--- src/lld_pkg.sv ---
`timescale 1ns / 1ps
`default_nettype none
package lld_pkg;
   localparam int MaxPools = 16;
   localparam int SlotBits = $clog2(MaxPools);

   localparam logic [1:0] CMD_REPORT = 2'd0;
   localparam logic [1:0] CMD_CLOSE = 2'd1;
   localparam logic [1:0] CMD_ORDER = 2'd2;
   localparam logic [1:0] CMD_NONE = 2'd3;

   localparam logic [1:0] KIND_EXISTING = 2'd0;
   localparam logic [1:0] KIND_NEW = 2'd1;
   localparam logic [1:0] KIND_CLOSE_ACK = 2'd2;
   localparam logic [1:0] KIND_FULL = 2'd3;

   localparam logic [9:0] QueueMax = 10'd1023;

   typedef struct packed {
      logic load;
      logic step;
      logic finish;
   } ctrl_type;

   typedef struct packed {
      logic last;
   } stat_type;
endpackage
`default_nettype wire

--- src/least_loaded_dispatcher.sv ---
`timescale 1ns / 1ps
`default_nettype none
// Least-loaded dispatcher for a table of worker pools.
// A command is taken when start is high and busy is low. Command 0 updates
// the reported counts of a pool, command 1 closes a pool, command 2 places
// an order on the best-ranked pool with spare capacity, or on a new pool
// in a free slot, or reports the table full. Every command scans all
// table slots, one slot per cycle, then passes through a done state that
// produces the result; busy stays high from acceptance to the end of the
// done state, and the next command can be taken once busy is low again.
// Orders and successful closes produce one result beat with rsp_valid high
// for one cycle, the first cycle in which busy is low again. Reports,
// command 3 and closes of unknown pools produce none. The receiver
// cannot stall the result.
// The csr channel writes the worker count per pool; it is always ready and
// is to be written only while busy is low.
// Synchronous reset empties the table, zeroes the next pool id and sets the
// worker count to 4.
module least_loaded_dispatcher (
   input  wire logic clock,
   input  wire logic reset,
   input  wire logic start,
   output logic busy,
   input  wire logic [1:0] req_cmd,
   input  wire logic [15:0] req_kitchen_id,
   input  wire logic [7:0] req_idle_cooks,
   input  wire logic [9:0] req_queued_pizzas,
   input  wire logic [31:0] req_completion_time,
   input  wire logic [31:0] req_order_tag,
   input  wire logic req_first_of_batch,
   output logic rsp_valid,
   output logic [1:0] rsp_result_kind,
   output logic [15:0] rsp_target_id,
   output logic [31:0] rsp_order_word,
   input  wire logic csr_valid,
   output logic csr_ready,
   input  wire logic [7:0] csr_data
);
   import lld_pkg::*;

   ctrl_type ctrl;
   stat_type stat;

   assign csr_ready = 1'b1;

   lld_ctrl u_ctrl (
      .clock(clock), .reset(reset), .start(start), .busy(busy),
      .ctrl(ctrl), .stat(stat)
   );

   lld_dpath u_dpath (
      .clock(clock), .reset(reset), .ctrl(ctrl), .stat(stat),
      .csr_valid(csr_valid), .csr_data(csr_data),
      .req_cmd(req_cmd), .req_kitchen_id(req_kitchen_id),
      .req_idle_cooks(req_idle_cooks), .req_queued_pizzas(req_queued_pizzas),
      .req_completion_time(req_completion_time), .req_order_tag(req_order_tag),
      .req_first_of_batch(req_first_of_batch),
      .rsp_valid(rsp_valid), .rsp_result_kind(rsp_result_kind),
      .rsp_target_id(rsp_target_id), .rsp_order_word(rsp_order_word)
   );
endmodule
`default_nettype wire

--- src/lld_ctrl.sv ---
`timescale 1ns / 1ps
`default_nettype none
module lld_ctrl (
   input  wire logic clock,
   input  wire logic reset,
   input  wire logic start,
   output logic busy,
   output lld_pkg::ctrl_type ctrl,
   input  lld_pkg::stat_type stat
);
   import lld_pkg::*;

   typedef enum logic [2:0] {
      ST_IDLE = 3'b001,
      ST_SCAN = 3'b010,
      ST_DONE = 3'b100
   } state_type;

   state_type state_ff, state_in;

   always_comb begin
      state_in = state_ff;
      unique case (state_ff)
         ST_IDLE: if (start) state_in = ST_SCAN;
         ST_SCAN: if (stat.last) state_in = ST_DONE;
         ST_DONE: state_in = ST_IDLE;
         default: state_in = ST_IDLE;
      endcase
   end

   always_ff @(posedge clock) begin
      if (reset) state_ff <= ST_IDLE;
      else state_ff <= state_in;
   end

   assign busy = (state_ff != ST_IDLE);
   assign ctrl.load = (state_ff == ST_IDLE) && start;
   assign ctrl.step = (state_ff == ST_SCAN);
   assign ctrl.finish = (state_ff == ST_DONE);
endmodule
`default_nettype wire

--- src/lld_dpath.sv ---
`timescale 1ns / 1ps
`default_nettype none
module lld_dpath (
   input  wire logic clock,
   input  wire logic reset,
   input  lld_pkg::ctrl_type ctrl,
   output lld_pkg::stat_type stat,
   input  wire logic csr_valid,
   input  wire logic [7:0] csr_data,
   input  wire logic [1:0] req_cmd,
   input  wire logic [15:0] req_kitchen_id,
   input  wire logic [7:0] req_idle_cooks,
   input  wire logic [9:0] req_queued_pizzas,
   input  wire logic [31:0] req_completion_time,
   input  wire logic [31:0] req_order_tag,
   input  wire logic req_first_of_batch,
   output logic rsp_valid,
   output logic [1:0] rsp_result_kind,
   output logic [15:0] rsp_target_id,
   output logic [31:0] rsp_order_word
);
   import lld_pkg::*;

   logic [7:0] cooks_ff;
   logic [MaxPools-1:0] valid_ff;
   logic [15:0] id_ff [MaxPools];
   logic [7:0] ridle_ff [MaxPools];
   logic [9:0] rqueue_ff [MaxPools];
   logic [31:0] rtime_ff [MaxPools];
   logic [7:0] widle_ff [MaxPools];
   logic [9:0] wqueue_ff [MaxPools];
   logic [15:0] next_id_ff;

   logic [1:0] cmd_ff;
   logic [15:0] kid_ff;
   logic [7:0] idle_ff;
   logic [9:0] queue_ff;
   logic [31:0] time_ff;
   logic [31:0] tag_ff;
   logic first_ff;

   logic [SlotBits-1:0] slot_ff;
   logic found_ff, free_found_ff;
   logic [SlotBits-1:0] best_ff, free_ff;
   logic [7:0] best_idle_ff;
   logic [9:0] best_queue_ff;
   logic [31:0] best_time_ff;
   logic [15:0] best_id_ff;

   logic [7:0] cur_idle;
   logic [9:0] cur_queue;
   logic cur_valid, id_hit, fits, better;

   assign cur_valid = valid_ff[slot_ff];
   assign id_hit = cur_valid && (id_ff[slot_ff] == kid_ff);
   // The batch reload is folded into the scan: on the first order of a batch each slot sees its reported counts.
   assign cur_idle = first_ff ? ridle_ff[slot_ff] : widle_ff[slot_ff];
   assign cur_queue = first_ff ? rqueue_ff[slot_ff] : wqueue_ff[slot_ff];
   assign fits = {1'b0, cur_queue} < ({3'b0, cooks_ff} + {3'b0, cur_idle});

   always_comb begin
      priority if (!found_ff) better = 1'b1;
      else if (cur_idle != best_idle_ff) better = cur_idle > best_idle_ff;
      else if (cur_queue != best_queue_ff) better = cur_queue > best_queue_ff;
      else if (rtime_ff[slot_ff] != best_time_ff) better = rtime_ff[slot_ff] < best_time_ff;
      else better = id_ff[slot_ff] < best_id_ff;
   end

   assign stat.last = (slot_ff == SlotBits'(MaxPools - 1));

   always_ff @(posedge clock) begin
      if (reset) begin
         cooks_ff <= 8'd4;
         valid_ff <= '0;
         next_id_ff <= '0;
         rsp_valid <= 1'b0;
      end else begin
         if (csr_valid) cooks_ff <= csr_data;
         if (ctrl.load) begin
            cmd_ff <= req_cmd;
            kid_ff <= req_kitchen_id;
            idle_ff <= req_idle_cooks;
            queue_ff <= req_queued_pizzas;
            time_ff <= req_completion_time;
            tag_ff <= req_order_tag;
            first_ff <= req_first_of_batch;
            slot_ff <= '0;
            found_ff <= 1'b0;
            free_found_ff <= 1'b0;
         end
         if (ctrl.step) begin
            slot_ff <= slot_ff + 1'b1;
            unique case (cmd_ff)
               CMD_REPORT: if (id_hit && !found_ff) begin
                  found_ff <= 1'b1;
                  ridle_ff[slot_ff] <= idle_ff;
                  rqueue_ff[slot_ff] <= queue_ff;
                  rtime_ff[slot_ff] <= time_ff;
               end
               CMD_CLOSE: if (id_hit) begin
                  found_ff <= 1'b1;
                  valid_ff[slot_ff] <= 1'b0;
               end
               CMD_ORDER: begin
                  if (cur_valid && first_ff) begin
                     widle_ff[slot_ff] <= ridle_ff[slot_ff];
                     wqueue_ff[slot_ff] <= rqueue_ff[slot_ff];
                  end
                  if (!cur_valid && !free_found_ff) begin
                     free_found_ff <= 1'b1;
                     free_ff <= slot_ff;
                  end
                  if (cur_valid && fits && better) begin
                     found_ff <= 1'b1;
                     best_ff <= slot_ff;
                     best_idle_ff <= cur_idle;
                     best_queue_ff <= cur_queue;
                     best_time_ff <= rtime_ff[slot_ff];
                     best_id_ff <= id_ff[slot_ff];
                  end
               end
               default: ;
            endcase
         end
         if (ctrl.finish) begin
            unique case (cmd_ff)
               CMD_CLOSE: begin
                  rsp_valid <= found_ff;
                  rsp_result_kind <= KIND_CLOSE_ACK;
                  rsp_target_id <= kid_ff;
                  rsp_order_word <= '0;
               end
               CMD_ORDER: begin
                  rsp_valid <= 1'b1;
                  rsp_order_word <= tag_ff;
                  priority if (found_ff) begin
                     rsp_result_kind <= KIND_EXISTING;
                     rsp_target_id <= best_id_ff;
                     if (best_idle_ff != 8'd0)
                        widle_ff[best_ff] <= best_idle_ff - 8'd1;
                     else if (best_queue_ff != QueueMax)
                        wqueue_ff[best_ff] <= best_queue_ff + 10'd1;
                  end else if (free_found_ff) begin
                     rsp_result_kind <= KIND_NEW;
                     rsp_target_id <= next_id_ff;
                     next_id_ff <= next_id_ff + 16'd1;
                     valid_ff[free_ff] <= 1'b1;
                     id_ff[free_ff] <= next_id_ff;
                     ridle_ff[free_ff] <= cooks_ff;
                     rqueue_ff[free_ff] <= '0;
                     rtime_ff[free_ff] <= '0;
                     // With no workers at all the order lands on the queue instead.
                     widle_ff[free_ff] <= (cooks_ff != 8'd0) ? cooks_ff - 8'd1 : 8'd0;
                     wqueue_ff[free_ff] <= (cooks_ff != 8'd0) ? 10'd0 : 10'd1;
                  end else begin
                     rsp_result_kind <= KIND_FULL;
                     rsp_target_id <= '0;
                  end
               end
               default: rsp_valid <= 1'b0;
            endcase
         end else begin
            rsp_valid <= 1'b0;
         end
      end
   end
endmodule
`default_nettype wire

--- config.mk ---
export PLATFORM = sky130hd
export DESIGN_NAME = least_loaded_dispatcher
export DESIGN_NICKNAME = d
export VERILOG_FILES = /design/src/lld_pkg.sv /design/src/least_loaded_dispatcher.sv /design/src/lld_ctrl.sv /design/src/lld_dpath.sv
export SDC_FILE = /design/constraint.sdc
export NUM_CORES = 2
export LEC_CHECK = 0
export BUFFER_PORTS_ARGS = -buffer_cell sky130_fd_sc_hd__buf_2
export CORE_AREA = 3 3 379 344
export DETAILED_ROUTE_END_ITERATION = 10
export DIE_AREA = 0 0 382 347
export HOLD_SLACK_MARGIN = 0.02
export PLACE_DENSITY = 0.77
export SLEW_MARGIN = 40
export SYNTH_ARGS = -nofsm -noshare
export SYNTH_HDL_FRONTEND = slang
export SYNTH_HIERARCHICAL = 1
export SYNTH_SLANG_ARGS = --single-unit
--- constraint.sdc ---
create_clock -name clock -period 6.93 [get_ports clock]
set_input_delay 0.3465 -clock clock [delete_from_list [all_inputs] [get_ports clock]]
set_output_delay 0.3465 -clock clock [all_outputs]
set_load 0.01 [all_outputs]
==> qor.txt <==
Post-synth EDFFs -> 1,575
FMAX -> 157 MHz
Post-Synth XOR/XNOR Area -> 0.654%
drt drc -> 0
DR vias -> 38,183
CTS tree -> built
VDD IR max -> 255 uV
family with the most delay on the worst path -> compound AO/OA/AOI/OAI gates
Slowest-stage cell, CP -> dfxtp_4
Mean Syn Cell Area -> 17.8 um2
TritonRoute pass-1 iters -> 6
Max Slew Vio Count -> 0
simple logic cell fraction of the synthesized area -> 4.82%
Core ar. -> 127,000 um2
worst hold path type -> input pin to flop
WP data arrival -> 6.80 ns
Worst Clk Skew -> 0.0335 ns
Crit path top cell by count -> a21oi_1
share of flip-flops with an asynchronous set or reset -> 0%
Most used DFF post-synth -> edfxtp_1
worst path cell trace -> buf_4 > mux4_2 > nand2_1 > nand3_1 > o21ai_1 > o21ai_0 > ha_1 > a21oi_1 > o21bai_1 > a21oi_1 > o21bai_1 > a21oi_1 > xor2_1 > ha_1 > o21ai_0 > nor2_1 > a41oi_1 > nand3_1 > nor4_1 > o311ai_0 > a21oi_1 > and2_4 > buf_12
Post-Synthesis Cell Area -> 68,300 um2
antenna-violating nets left -> 0
CP peak stage delay -> 0.77 ns
final net count -> 4,398
Skew-Pair Late Insertion Delay -> 0.79 ns
Synth area leaders -> edfxtp_1 69%, mux4_2 12%, mux2i_1 4.4%
die height -> 347 um
Die X -> 382 um
Worst Max-Slew Pin Slew -> 0.998 ns
Mapped Nets -> 4,045
num rows -> 124
htree depth -> 4
initial DRC count -> 4,767
final hold vios -> 0
grt met3 use -> 5.63%
Post-Syn Instances -> 3,838
largest net degree at the start of global routing -> 112
gr busiest metal -> met2
setup_tns -> 0 ns
Initial Util -> 53.9%
Root Driver -> clkbuf_16
RSZ-0062 raised after global routing -> no
global-route wire length before repair -> 251,000 um
Congestion Overflow GR -> 0
Area growth syn-to-layout -> 14.4%
M2 GR Usage -> 39.1%
top cell type's share of synthesized area -> 69.3%
top-count cell post-synth -> edfxtp_1
max-cap viol count -> 0
Reg clk slew, reported paths -> 0.06 ns
CTS Buf Count -> 157
worst path bufs/invs -> 2
Critical Path Start Type -> flop
final setup violation count -> 0
utilization after layout -> 61.7%
Pwr per Cell Area -> 265 nW/um2
initial antenna violation count -> 5
WL final -> 169,000 um
clk sink count -> 1,623
Die ar. -> 133,000 um2
routability cong. -> 0.919
Yosys reg bits -> 1,623
vias per cell -> 6.35
most instantiated cells after synthesis -> 1,575 x edfxtp_1, 349 x mux4_2, 299 x mux2i_1
Post-CTS Resized -> 0
number of global-route vias before repair -> 38,494
period utilisation layout -> 91.8%
met1 GRT Util -> 37.1%
CP Max Fanout -> 51
register area share after synthesis -> 70.7%
Max Buffers Root-to-Sink -> 3
outcome -> completed
Tot GR Track Use -> 25.6%
crit path time final -> 6.36 ns
LEAKAGE -> 0.0276 uW
largest family of logic cells by synthesized area -> multiplexers
WL per Instance -> 28.2 um
count of distinct cell types in the synthesized netlist -> 74
post-synthesis mux area share -> 17.0%
Compound-Gate Fraction of Synth Area -> 3.12%
post-synth top area cell -> edfxtp_1
Setup CP Type -> flop to flop
port bufs -> 164
layout cells sized above 1 -> 22.3%
Adder-Cell Fraction of Synth Area -> 1.73%
WP data required -> 7.37 ns
max_slew headroom -> 32.8%
Ys Warns -> 6
crit end category -> flop
io pins -> 166
Post-DP HPWL -> 96,400 um
==> placed cells by master (no fill, tap or decap), drive strengths merged, types with 17 or more instances in the layout <==
master / count
ha: 93
buf: 298
mux2: 20
inv: 99
nor3: 19
mux4: 368
edfxtp: 1575
nand3: 50
and2: 84
nor2b: 18
o21ai: 92
a21oi: 167
clkinv: 62
dfxtp: 48
dlygate4sd3: 119
nor2: 215
a22oi: 18
a21o: 17
nand4: 22
xnor2: 27
mux2i: 299
clkbuf: 197
xor2: 24
nand2: 214
==> layout make-up <==
class                           instances  area [um2]
Fill cell                            8704       48500
Sequential cell                      1623       48300
Multi-Input combinational cell       1897       18900
Clock buffer                          197        4190
Timing Repair Buffer                  417        3420
Tap cell                             1701        2130
Clock inverter                         82         791
Inverter                               95         362
Antenna cell                            3        7.51
==> final timing paths <==
check / startpoint / depth (start not counted) / to / slack, ns
max: flop / 23 / u_dpath/best_time_ff[30]$_DFFE_PP_ / 0.57
min reg2reg: u_dpath/tag_ff[7]$_DFFE_PP_ / 1 / u_dpath/rsp_order_word[7]$_SDFFCE_PN0P_ / 0.52
max reg2reg: flop / 23 / u_dpath/best_time_ff[30]$_DFFE_PP_ / 0.57
min: reset / 3 / u_dpath/next_id_ff[10]$_SDFFE_PP0P_ / 0.18
==> metal layers <==
metal  wire length [um]  share of wire, %
met4               4820               2.8
met3              19000                11
met2              78900                47
met1              66600                39
met5                  0                 0
==> where the power goes <==
part / internal, uW / switching (uW) / leakage (uW)
Combinational: 662 / 843 / 0.0105
Sequential: 10800 / 55.3 / 0.0146
Clock: 4710 / 3640 / 0.00244
==> state kept, by name (all words and copies together) (netlist names), 32 cells and up, named ones only <==
signal,count
u_dpath/best_time_ff,32
u_dpath/id_ff,256
u_dpath/ridle_ff,128
u_dpath/rqueue_ff,160
u_dpath/rsp_order_word,32
u_dpath/rtime_ff,512
u_dpath/tag_ff,32
u_dpath/time_ff,32
u_dpath/widle_ff,128
u_dpath/wqueue_ff,160
==> worst reg2reg max path: cells and delay by family, from the launching register on <==
| kind | cells | cell delay, ns |
|---|---|---|
| xor gates and xnor gates | 1 | 0.19 |
| muxes | 1 | 0.39 |
| AOI/OAI and AO/OA | 11 | 2.27 |
| buffers and inverters | 2 | 0.81 |
| DFF | 1 | 0.77 |
| and+or+nand+nor | 6 | 0.87 |
| adders and majority gates | 2 | 0.64 |
==> what timing repair did <==
| item | in CTS | in global routing |
|---|---|---|
| endpoints found under the hold margin | 110 | 0 |
| hold buffers | 119 | 0 |
| buffers inserted | 0 | 1 |
| endpoints found under the setup margin | 0 | 70 |
==> logic make-up (layout without fill, tap and decap cells) <==
logic type,count (synthesis),count (layout)
DFF,1623,1623
and+or+nand+nor,699,699
muxes,687,687
AOI/OAI and AO/OA,365,365
buffers and inverters,318,791
adders and majority gates,94,94
xor gates and xnor gates,51,51
other,1,4
==> metrics by stage <==
| step | total power [uW] | hold WS, ns | cell area (um2) | std cells | setup slack [ns] |
|---|---|---|---|---|---|
| 2_1_floorplan | 12100 | 0.445 | 68300 | 3838 | 0.162 |
| 3_3_place_gp | 12400 | 0.497 | 71800 | 5609 | 0.748 |
| 3_5_place_dp | 12500 | 0.511 | 71800 | 5610 | 0.597 |
| 4_1_cts | 20800 | 0.116 | 78000 | 6008 | 0.475 |
| 5_1_grt | 21300 | 0.160 | 78100 | 6012 | 0.157 |
| 6_report | 20700 | 0.182 | 78100 | 6015 | 0.570 |
No activity file was read; power rests on OpenSTA's default activity.
